===== config.mk =====
export PLATFORM = sky130hd
export DESIGN_NAME = array_deque_engine
export DESIGN_NICKNAME = d
export VERILOG_FILES = /design/src/rtl/adq_pkg.sv /design/src/rtl/adq_ram.sv /design/src/rtl/adq_dp.sv /design/src/rtl/adq_ctrl.sv /design/src/rtl/array_deque_engine.sv
export SDC_FILE = /design/constraint.sdc
export NUM_CORES = 1
export LEC_CHECK = 0
export BUFFER_PORTS_ARGS = -buffer_cell sky130_fd_sc_hd__buf_2
export CAP_MARGIN = 20
export CORE_AREA = 5 5 169 171
export CTS_BUF_LIST = sky130_fd_sc_hd__clkbuf_4 sky130_fd_sc_hd__clkbuf_8
export DETAILED_ROUTE_END_ITERATION = 12
export DIE_AREA = 0 0 174 176
export PLACE_DENSITY = 0.66
export SLEW_MARGIN = 5
export SYNTH_ARGS = -nofsm -noshare
export SYNTH_HDL_FRONTEND = slang
export SYNTH_SLANG_ARGS = --single-unit

===== constraint.sdc =====
create_clock -name clk -period 7 [get_ports clk]
set_input_delay 0.35 -clock clk [delete_from_list [all_inputs] [get_ports clk]]
set_output_delay 0.35 -clock clk [all_outputs]
set_load 0.01 [all_outputs]

===== src/rtl/adq_pkg.sv =====
// adq_pkg: shared types and constants for the array deque engine
// used by adq_ctrl, adq_dp and array_deque_engine; no dependencies
package adq_pkg;

  localparam int DEPTH = 8;
  localparam int IDX_W = (DEPTH > 1) ? $clog2(DEPTH) : 1;
  localparam int DATA_W = 32;

  typedef logic [IDX_W-1:0] idx_t;

  typedef enum logic [2:0] {
    FN_PUSH_REAR  = 3'd0,
    FN_POP_FRONT  = 3'd1,
    FN_PEEK_FRONT = 3'd2,
    FN_PUSH_FRONT = 3'd3,
    FN_POP_REAR   = 3'd4
  } func_t;

  typedef enum logic [1:0] {
    ST_OK    = 2'd0,
    ST_FULL  = 2'd1,
    ST_EMPTY = 2'd2
  } status_t;

  typedef enum logic [0:0] {
    S_IDLE = 1'b0,
    S_EXEC = 1'b1
  } state_t;

  typedef struct packed {
    logic accept;
    logic load_result;
  } cmd_t;

endpackage


===== src/rtl/adq_ram.sv =====
// adq_ram: generic single write port, single read port ram with registered read
// no dependencies
module adq_ram #(
  parameter int WIDTH = 32,
  parameter int DEPTH = 8
) (
  input  logic                             clk,
  input  logic                             we,
  input  logic [$clog2(DEPTH > 1 ? DEPTH : 2)-1:0] waddr,
  input  logic [WIDTH-1:0]                 wdata,
  input  logic                             re,
  input  logic [$clog2(DEPTH > 1 ? DEPTH : 2)-1:0] raddr,
  output logic [WIDTH-1:0]                 rdata
);

  logic [WIDTH-1:0] mem [DEPTH];

  always_ff @(posedge clk) begin
    if (we) begin
      mem[waddr] <= wdata;
    end
    if (re) begin
      rdata <= mem[raddr];
    end
  end

endmodule


===== src/rtl/adq_dp.sv =====
// adq_dp: deque datapath with indices, empty flag, slot ram and result register
// depends on adq_pkg and adq_ram
module adq_dp (
  input  logic                       clk,
  input  logic                       rst,
  input  adq_pkg::cmd_t              cmd,
  input  logic [2:0]                 func,
  input  logic signed [31:0]         push_value,
  output logic signed [31:0]         read_value,
  output logic [1:0]                 status
);

  localparam adq_pkg::idx_t LAST = adq_pkg::IDX_W'(adq_pkg::DEPTH - 1);
  localparam adq_pkg::idx_t ZERO = '0;
  localparam adq_pkg::idx_t ONE  = adq_pkg::IDX_W'(1);

  adq_pkg::idx_t front_index, front_index_next;
  adq_pkg::idx_t rear_index, rear_index_next;
  logic is_empty, is_empty_next;

  logic                   op_we, op_re;
  adq_pkg::idx_t          op_waddr, op_raddr;
  adq_pkg::status_t       op_status_next;
  logic                   op_read_next;

  adq_pkg::status_t       op_status;
  logic                   op_read;
  logic [adq_pkg::DATA_W-1:0] ram_q;

  always_comb begin
    op_we            = 1'b0;
    op_re            = 1'b0;
    op_waddr         = front_index;
    op_raddr         = front_index;
    front_index_next = front_index;
    rear_index_next  = rear_index;
    is_empty_next    = is_empty;
    op_status_next   = adq_pkg::ST_OK;
    op_read_next     = 1'b0;
    unique case (func)
      adq_pkg::FN_PUSH_REAR: begin
        if (is_empty) begin
          op_we = 1'b1; op_waddr = ZERO;
          front_index_next = ZERO; rear_index_next = ZERO; is_empty_next = 1'b0;
        end else if (rear_index == LAST) begin
          op_status_next = adq_pkg::ST_FULL;
        end else begin
          op_we = 1'b1; op_waddr = rear_index + ONE;
          rear_index_next = rear_index + ONE;
        end
      end
      adq_pkg::FN_POP_FRONT: begin
        if (is_empty) begin
          op_status_next = adq_pkg::ST_EMPTY;
        end else begin
          op_re = 1'b1; op_raddr = front_index; op_read_next = 1'b1;
          if (front_index == rear_index) begin
            front_index_next = ZERO; rear_index_next = ZERO; is_empty_next = 1'b1;
          end else begin
            front_index_next = front_index + ONE;
          end
        end
      end
      adq_pkg::FN_PEEK_FRONT: begin
        if (is_empty) begin
          op_status_next = adq_pkg::ST_EMPTY;
        end else begin
          op_re = 1'b1; op_raddr = front_index; op_read_next = 1'b1;
        end
      end
      adq_pkg::FN_PUSH_FRONT: begin
        if (is_empty) begin
          op_we = 1'b1; op_waddr = ZERO;
          front_index_next = ZERO; rear_index_next = ZERO; is_empty_next = 1'b0;
        end else if (front_index == ZERO) begin
          op_status_next = adq_pkg::ST_FULL;
        end else begin
          op_we = 1'b1; op_waddr = front_index - ONE;
          front_index_next = front_index - ONE;
        end
      end
      adq_pkg::FN_POP_REAR: begin
        if (is_empty) begin
          op_status_next = adq_pkg::ST_EMPTY;
        end else begin
          op_re = 1'b1; op_raddr = rear_index; op_read_next = 1'b1;
          if (front_index == rear_index) begin
            front_index_next = ZERO; rear_index_next = ZERO; is_empty_next = 1'b1;
          end else begin
            rear_index_next = rear_index - ONE;
          end
        end
      end
      default: begin
      end
    endcase
  end

  adq_ram #(
    .WIDTH(adq_pkg::DATA_W),
    .DEPTH(adq_pkg::DEPTH)
  ) u_slots (
    .clk  (clk),
    .we   (cmd.accept & op_we),
    .waddr(op_waddr),
    .wdata($unsigned(push_value)),
    .re   (cmd.accept & op_re),
    .raddr(op_raddr),
    .rdata(ram_q)
  );

  always_ff @(posedge clk) begin
    if (rst) begin
      front_index <= ZERO;
      rear_index  <= ZERO;
      is_empty    <= 1'b1;
    end else if (cmd.accept) begin
      front_index <= front_index_next;
      rear_index  <= rear_index_next;
      is_empty    <= is_empty_next;
    end
  end

  // operation outcome held until the ram read data is back
  always_ff @(posedge clk) begin
    if (cmd.accept) begin
      op_status <= op_status_next;
      op_read   <= op_read_next;
    end
    if (cmd.load_result) begin
      read_value <= op_read ? $signed(ram_q) : 32'sd0;
      status     <= op_status;
    end
  end

endmodule


===== src/rtl/adq_ctrl.sv =====
// adq_ctrl: handshake controller state machine and output valid register
// depends on adq_pkg
module adq_ctrl (
  input  logic          clk,
  input  logic          rst,
  input  logic          in_valid,
  output logic          in_stall,
  output logic          out_valid,
  input  logic          out_stall,
  output adq_pkg::cmd_t cmd
);

  adq_pkg::state_t state, state_next;
  logic out_free;

  assign out_free = !out_valid || !out_stall;

  always_comb begin
    state_next = state;
    unique case (state)
      adq_pkg::S_IDLE: if (in_valid) state_next = adq_pkg::S_EXEC;
      adq_pkg::S_EXEC: if (out_free) state_next = adq_pkg::S_IDLE;
      default:         state_next = adq_pkg::S_IDLE;
    endcase
  end

  always_comb begin
    in_stall        = 1'b1;
    cmd.accept      = 1'b0;
    cmd.load_result = 1'b0;
    unique case (state)
      adq_pkg::S_IDLE: begin
        in_stall   = 1'b0;
        cmd.accept = in_valid;
      end
      adq_pkg::S_EXEC: cmd.load_result = out_free;
      default: begin
      end
    endcase
  end

  always_ff @(posedge clk) begin
    if (rst) begin
      state     <= adq_pkg::S_IDLE;
      out_valid <= 1'b0;
    end else begin
      state <= state_next;
      if (cmd.load_result) begin
        out_valid <= 1'b1;
      end else if (!out_stall) begin
        out_valid <= 1'b0;
      end
    end
  end

  a_accept_to_exec: assert property (@(posedge clk) disable iff (rst)
    cmd.accept |=> state == adq_pkg::S_EXEC)
    else $error("accepted transfer did not enter execute");

  a_load_sets_valid: assert property (@(posedge clk) disable iff (rst)
    cmd.load_result |=> out_valid)
    else $error("loaded result not presented");

  a_no_overwrite: assert property (@(posedge clk) disable iff (rst)
    (out_valid && out_stall) |-> !cmd.load_result)
    else $error("stalled result overwritten");

  a_exclusive: assert property (@(posedge clk) disable iff (rst)
    !(cmd.accept && cmd.load_result))
    else $error("accept and result load in the same cycle");

endmodule


===== src/rtl/array_deque_engine.sv =====
// array_deque_engine: linear array deque, one result per operation
// result path: the ram read is registered, then the result register drives read_value and out_valid
// a new operation is not taken until the current result has been loaded into the result register
// a stalled result holds the engine in execute until it is taken
// reset clears indices, sets the empty flag and drops out_valid; slots are not cleared
module array_deque_engine (
  input  logic               clk,
  input  logic               rst,
  input  logic               in_valid,
  output logic               in_stall,
  input  logic [2:0]         func,
  input  logic signed [31:0] push_value,
  output logic               out_valid,
  input  logic               out_stall,
  output logic signed [31:0] read_value,
  output logic [1:0]         status
);

  adq_pkg::cmd_t cmd;

  adq_ctrl u_ctrl (
    .clk      (clk),
    .rst      (rst),
    .in_valid (in_valid),
    .in_stall (in_stall),
    .out_valid(out_valid),
    .out_stall(out_stall),
    .cmd      (cmd)
  );

  adq_dp u_dp (
    .clk       (clk),
    .rst       (rst),
    .cmd       (cmd),
    .func      (func),
    .push_value(push_value),
    .read_value(read_value),
    .status    (status)
  );

endmodule


==> load_flow_metrics.sql <==
INSERT INTO impl_metrics (metric_group, metric, value, unit) VALUES
('outcome', 'status', 'finished, final reports clean', ''),
('floorplan', 'chipHeight', '176', 'um'),
('worst_setup_path', 'path_type_of_the_worst_setup_path', 'reg -> reg', ''),
('pwr', 'irDropWorstVdd', '0.000148', 'V'),
('worst_setup_path', 'regToRegSetupSlack', '3.30', 'ns'),
('pwr', 'fin_total_pwr', '4.04', 'mW'),
('synth', 'ys_async_sr_fraction', '0', '%'),
('global_route', 'first_global_vias', '7210', ''),
('global_route', 'grt_util_all_layers', '17.3', '%'),
('clock_tree', 'cts_made_buffers', '52', ''),
('global_route', 'grt_start_max_net_pins', '59', ''),
('placed_design', 'placedInstanceArea', '14000', 'um2'),
('worst_setup_path', 'r2r.worst_path.cells', '7', ''),
('sta', 'final_max_slew_viol_count', '0', ''),
('worst_setup_path', 'regToRegEndpoint', 'u_dp.u_slots.rdata[5]', ''),
('worst_setup_path', 'cp.required', '7.40', 'ns'),
('clock_tree', 'post_cts_buffers', '0', ''),
('worst_setup_path', 'critPathCaptureType', 'flop', ''),
('routing', 'detail_route.wirelength', '26.7', 'mm'),
('floorplan', 'floorplan.initialDensity', '49.1', '%'),
('final_layout', 'multi_input_logic_area', '3070', 'um2'),
('synth', 'synth_edf_count', '325', ''),
('sta', 'report.final.setup_viol', '0', ''),
('placed_design', 'io_buffers', '74', ''),
('synth', 'synth_seq_cells', '334', ''),
('synth', 'dominantRegCellSynth', 'sky130_fd_sc_hd__edfxtp_1', ''),
('placed_design', 'placed_cells', '1153', ''),
('floorplan', 'die_width', '174', 'um'),
('sta', 'hold_ws', '0.0451', 'ns'),
('worst_setup_path', 'cp_data_arrival_time', '4.10', 'ns'),
('worst_hold_path', 'min_delay_path_depth', '1', ''),
('sta', 'hold_viol_final', '0', ''),
('clock_tree', 'clock_insertion_delay_worst_skew', '0.58', 'ns'),
('worst_setup_path', 'crit_fanout', '58', ''),
('worst_hold_path', 'hold_end', 'u_dp.u_slots.mem[0][26]', ''),
('routing', 'final_antenna_net_count', '0', ''),
('final_layout', 'design.final.nets', '912', ''),
('placed_design', 'pre_cts_ws', '3.32', 'ns'),
('floorplan', 'num_io_pins', '75', ''),
('global_route', 'grt_overflow', '0', ''),
('global_route', 'wire_length_of_the_first_global_routing_pass', '41.0', 'mm'),
('routing', 'detail_route.wl_per_cell', '21.4', 'um'),
('final_layout', 'num-fill-cells', '2047', ''),
('clock_tree', 'clock_sinks', '334', ''),
('synth', 'ys_warn_count', '0', ''),
('global_route', 'grt_antenna_before_repair', '1', ''),
('sta', 'timing.clock.skew', '0.0323', 'ns'),
('sta', 'period_share', '52.9', '%'),
('sta', 'worst_slew_pin_slew', '1.05', 'ns'),
('synth', 'post_synth_inst_count', '755', ''),
('placed_design', 'place.detailed.hpwl', '15.4', 'mm'),
('routing', 'detailedRoute.firstIterationViolations', '526', ''),
('clock_tree', 'post_cts.resized_instances', '0', ''),
('clock_tree', 'cts_tree', 'built', ''),
('worst_hold_path', 'hold_path.startpoint', 'push_value[26]', ''),
('sta', 'fin_ws', '3.30', 'ns'),
('floorplan', 'floorplan.rows', '60', ''),
('clock_tree', 'cts.htree.levels', '2', ''),
('routing', 'vias', '7016', ''),
('clock_tree', 'root_buffer', 'sky130_fd_sc_hd__clkbuf_8', ''),
('synth', 'synth_seq_area_share', '75.7', '%'),
('final_layout', 'final-seq-area', '9940', 'um2'),
('synth', 'synth.cell_area', '13100', 'um2'),
('synth', 'avgSynthCellArea', '17.4', 'um2'),
('final_layout', 'final-instance-count-excl-fill', '1246', ''),
('synth', 'post_synth_num_cell_types', '52', ''),
('routing', 'drt_drc_violations_left', '0', ''),
('synth', 'postSynthNetCount', '800', ''),
('final_layout', 'final_layout_size_suffix_gt1_share', '21.7', '%'),
('floorplan', 'fp.coreArea', '26700', 'um2'),
('worst_setup_path', 'setup.worst_path.start_class', 'flop', '');
==> area by class of cell <==
type,instances,share of cell area (%)
tap,341,2.83
timing repair buffer,96,4.02
inverter,9,0.224
clock buffer,68,5.55
multi-input combinational,374,20.4
sequential,334,66.0
clock inverter,24,0.923
==> per-layer routing <==
layer  track usage [%]  vias to the layer above  wire length [um]
met4              5.48                        2               566
met1              21.8                     3564             11400
met2              30.2                      202             13600
met5                 0                        -                15
met3              3.60                       49              1100
li1                  -                     3199                 -
==> sequential cells by signal, indices dropped and copies added (netlist names), 2 cells and up <==
name and cells:
u_dp.u_slots.mem 256, u_dp.read_value 32, u_dp.u_slots.rdata 32, u_dp.front_index 3
u_dp.rear_index 3, u_dp.op_status 2, u_dp.status 2
==> placed cells by master, fill, tap and decap left out, types with 3 or more instances in the layout <==
| cell type | instances |
|---|---|
| sky130_fd_sc_hd__xor2_1 | 3 |
| sky130_fd_sc_hd__mux2i_1 | 131 |
| sky130_fd_sc_hd__buf_12 | 4 |
| sky130_fd_sc_hd__clkbuf_4 | 16 |
| sky130_fd_sc_hd__nand2_1 | 4 |
| sky130_fd_sc_hd__a21oi_1 | 9 |
| sky130_fd_sc_hd__nor2_2 | 5 |
| sky130_fd_sc_hd__buf_2 | 74 |
| sky130_fd_sc_hd__inv_1 | 9 |
| sky130_fd_sc_hd__nor3_1 | 4 |
| sky130_fd_sc_hd__clkinv_2 | 5 |
| sky130_fd_sc_hd__nand3_1 | 3 |
| sky130_fd_sc_hd__nor2_4 | 4 |
| sky130_fd_sc_hd__a22o_1 | 65 |
| sky130_fd_sc_hd__edfxtp_1 | 325 |
| sky130_fd_sc_hd__clkbuf_8 | 52 |
| sky130_fd_sc_hd__nor2_1 | 43 |
| sky130_fd_sc_hd__o21ai_0 | 4 |
| sky130_fd_sc_hd__nor3_2 | 6 |
| sky130_fd_sc_hd__buf_4 | 17 |
| sky130_fd_sc_hd__a211oi_1 | 4 |
| sky130_fd_sc_hd__nand2b_1 | 5 |
| sky130_fd_sc_hd__ha_1 | 6 |
| sky130_fd_sc_hd__dfxtp_1 | 9 |
| sky130_fd_sc_hd__and2_1 | 34 |
| sky130_fd_sc_hd__clkinv_1 | 15 |
==> power by group <==
| group | switching [mW] | internal (mW) |
|---|---|---|
| Clock | 0.702 | 0.815 |
| Combinational | 0.162 | 0.120 |
| Sequential | 0.0128 | 2.22 |
| Total | 0.877 | 3.16 |
==> worst max-delay path, cell delays in order (launching register included) <==
cell and delay [ns]:
sky130_fd_sc_hd__dfxtp_1 0.48, sky130_fd_sc_hd__nor4b_4 0.63, sky130_fd_sc_hd__mux2i_4 0.32, sky130_fd_sc_hd__buf_4 0.50, sky130_fd_sc_hd__buf_4 0.84, sky130_fd_sc_hd__mux2i_1 0.23, sky130_fd_sc_hd__a22o_1 0.28, sky130_fd_sc_hd__nor2_1 0.15
==> kinds of logic after synthesis <==
logic type / Yosys count / share of synthesized area (%)
compound gates: 103 / 6.41
xor+xnor: 5 / 0.334
fa+ha+maj: 7 / 0.648
buf+inv: 47 / 1.60
flops: 334 / 75.7
mux: 133 / 10.1
simple gates: 126 / 5.17
==> cells in the mapped netlist (3+ instances only) <==
cell type / instances / share of area (%)
sky130_fd_sc_hd__edfxtp_1: 325 / 74
sky130_fd_sc_hd__mux2i_1: 132 / 10
sky130_fd_sc_hd__a22o_1: 65 / 4.3
sky130_fd_sc_hd__nor2_1: 51 / 1.5
sky130_fd_sc_hd__and2_1: 34 / 1.6
sky130_fd_sc_hd__clkbuf_1: 20 / 0.57
sky130_fd_sc_hd__buf_2: 15 / 0.57
sky130_fd_sc_hd__a21oi_1: 9 / 0.34
sky130_fd_sc_hd__dfxtp_1: 9 / 1.4
sky130_fd_sc_hd__inv_1: 9 / 0.26
sky130_fd_sc_hd__nor3_1: 9 / 0.34
sky130_fd_sc_hd__ha_1: 6 / 0.57
sky130_fd_sc_hd__nand2b_1: 5 / 0.24
sky130_fd_sc_hd__a211oi_1: 4 / 0.23
sky130_fd_sc_hd__nand2_1: 4 / 0.11
sky130_fd_sc_hd__o21ai_0: 4 / 0.15
sky130_fd_sc_hd__nand3_1: 3 / 0.11
sky130_fd_sc_hd__xor2_1: 3 / 0.20
==> how the worst max path moves through the flow <==
stage / startpoint / to / slack, ns / cells after the start
2_1_floorplan: u_dp.front_index[0] / u_dp.u_slots.mem[0][0] / 2.48 / 8
3_3_place_gp: u_dp.front_index[0] / u_dp.u_slots.mem[2][15] / 3.38 / 7
3_5_place_dp: func[1] / u_dp.u_slots.rdata[5] / 3.32 / 8
4_1_cts: u_dp.is_empty / u_dp.u_slots.rdata[5] / 3.35 / 7
5_1_grt: u_dp.is_empty / u_dp.u_slots.rdata[5] / 3.12 / 7
6_report: u_dp.is_empty / u_dp.u_slots.rdata[5] / 3.30 / 7
No activity file was read; power rests on OpenSTA's default activity.
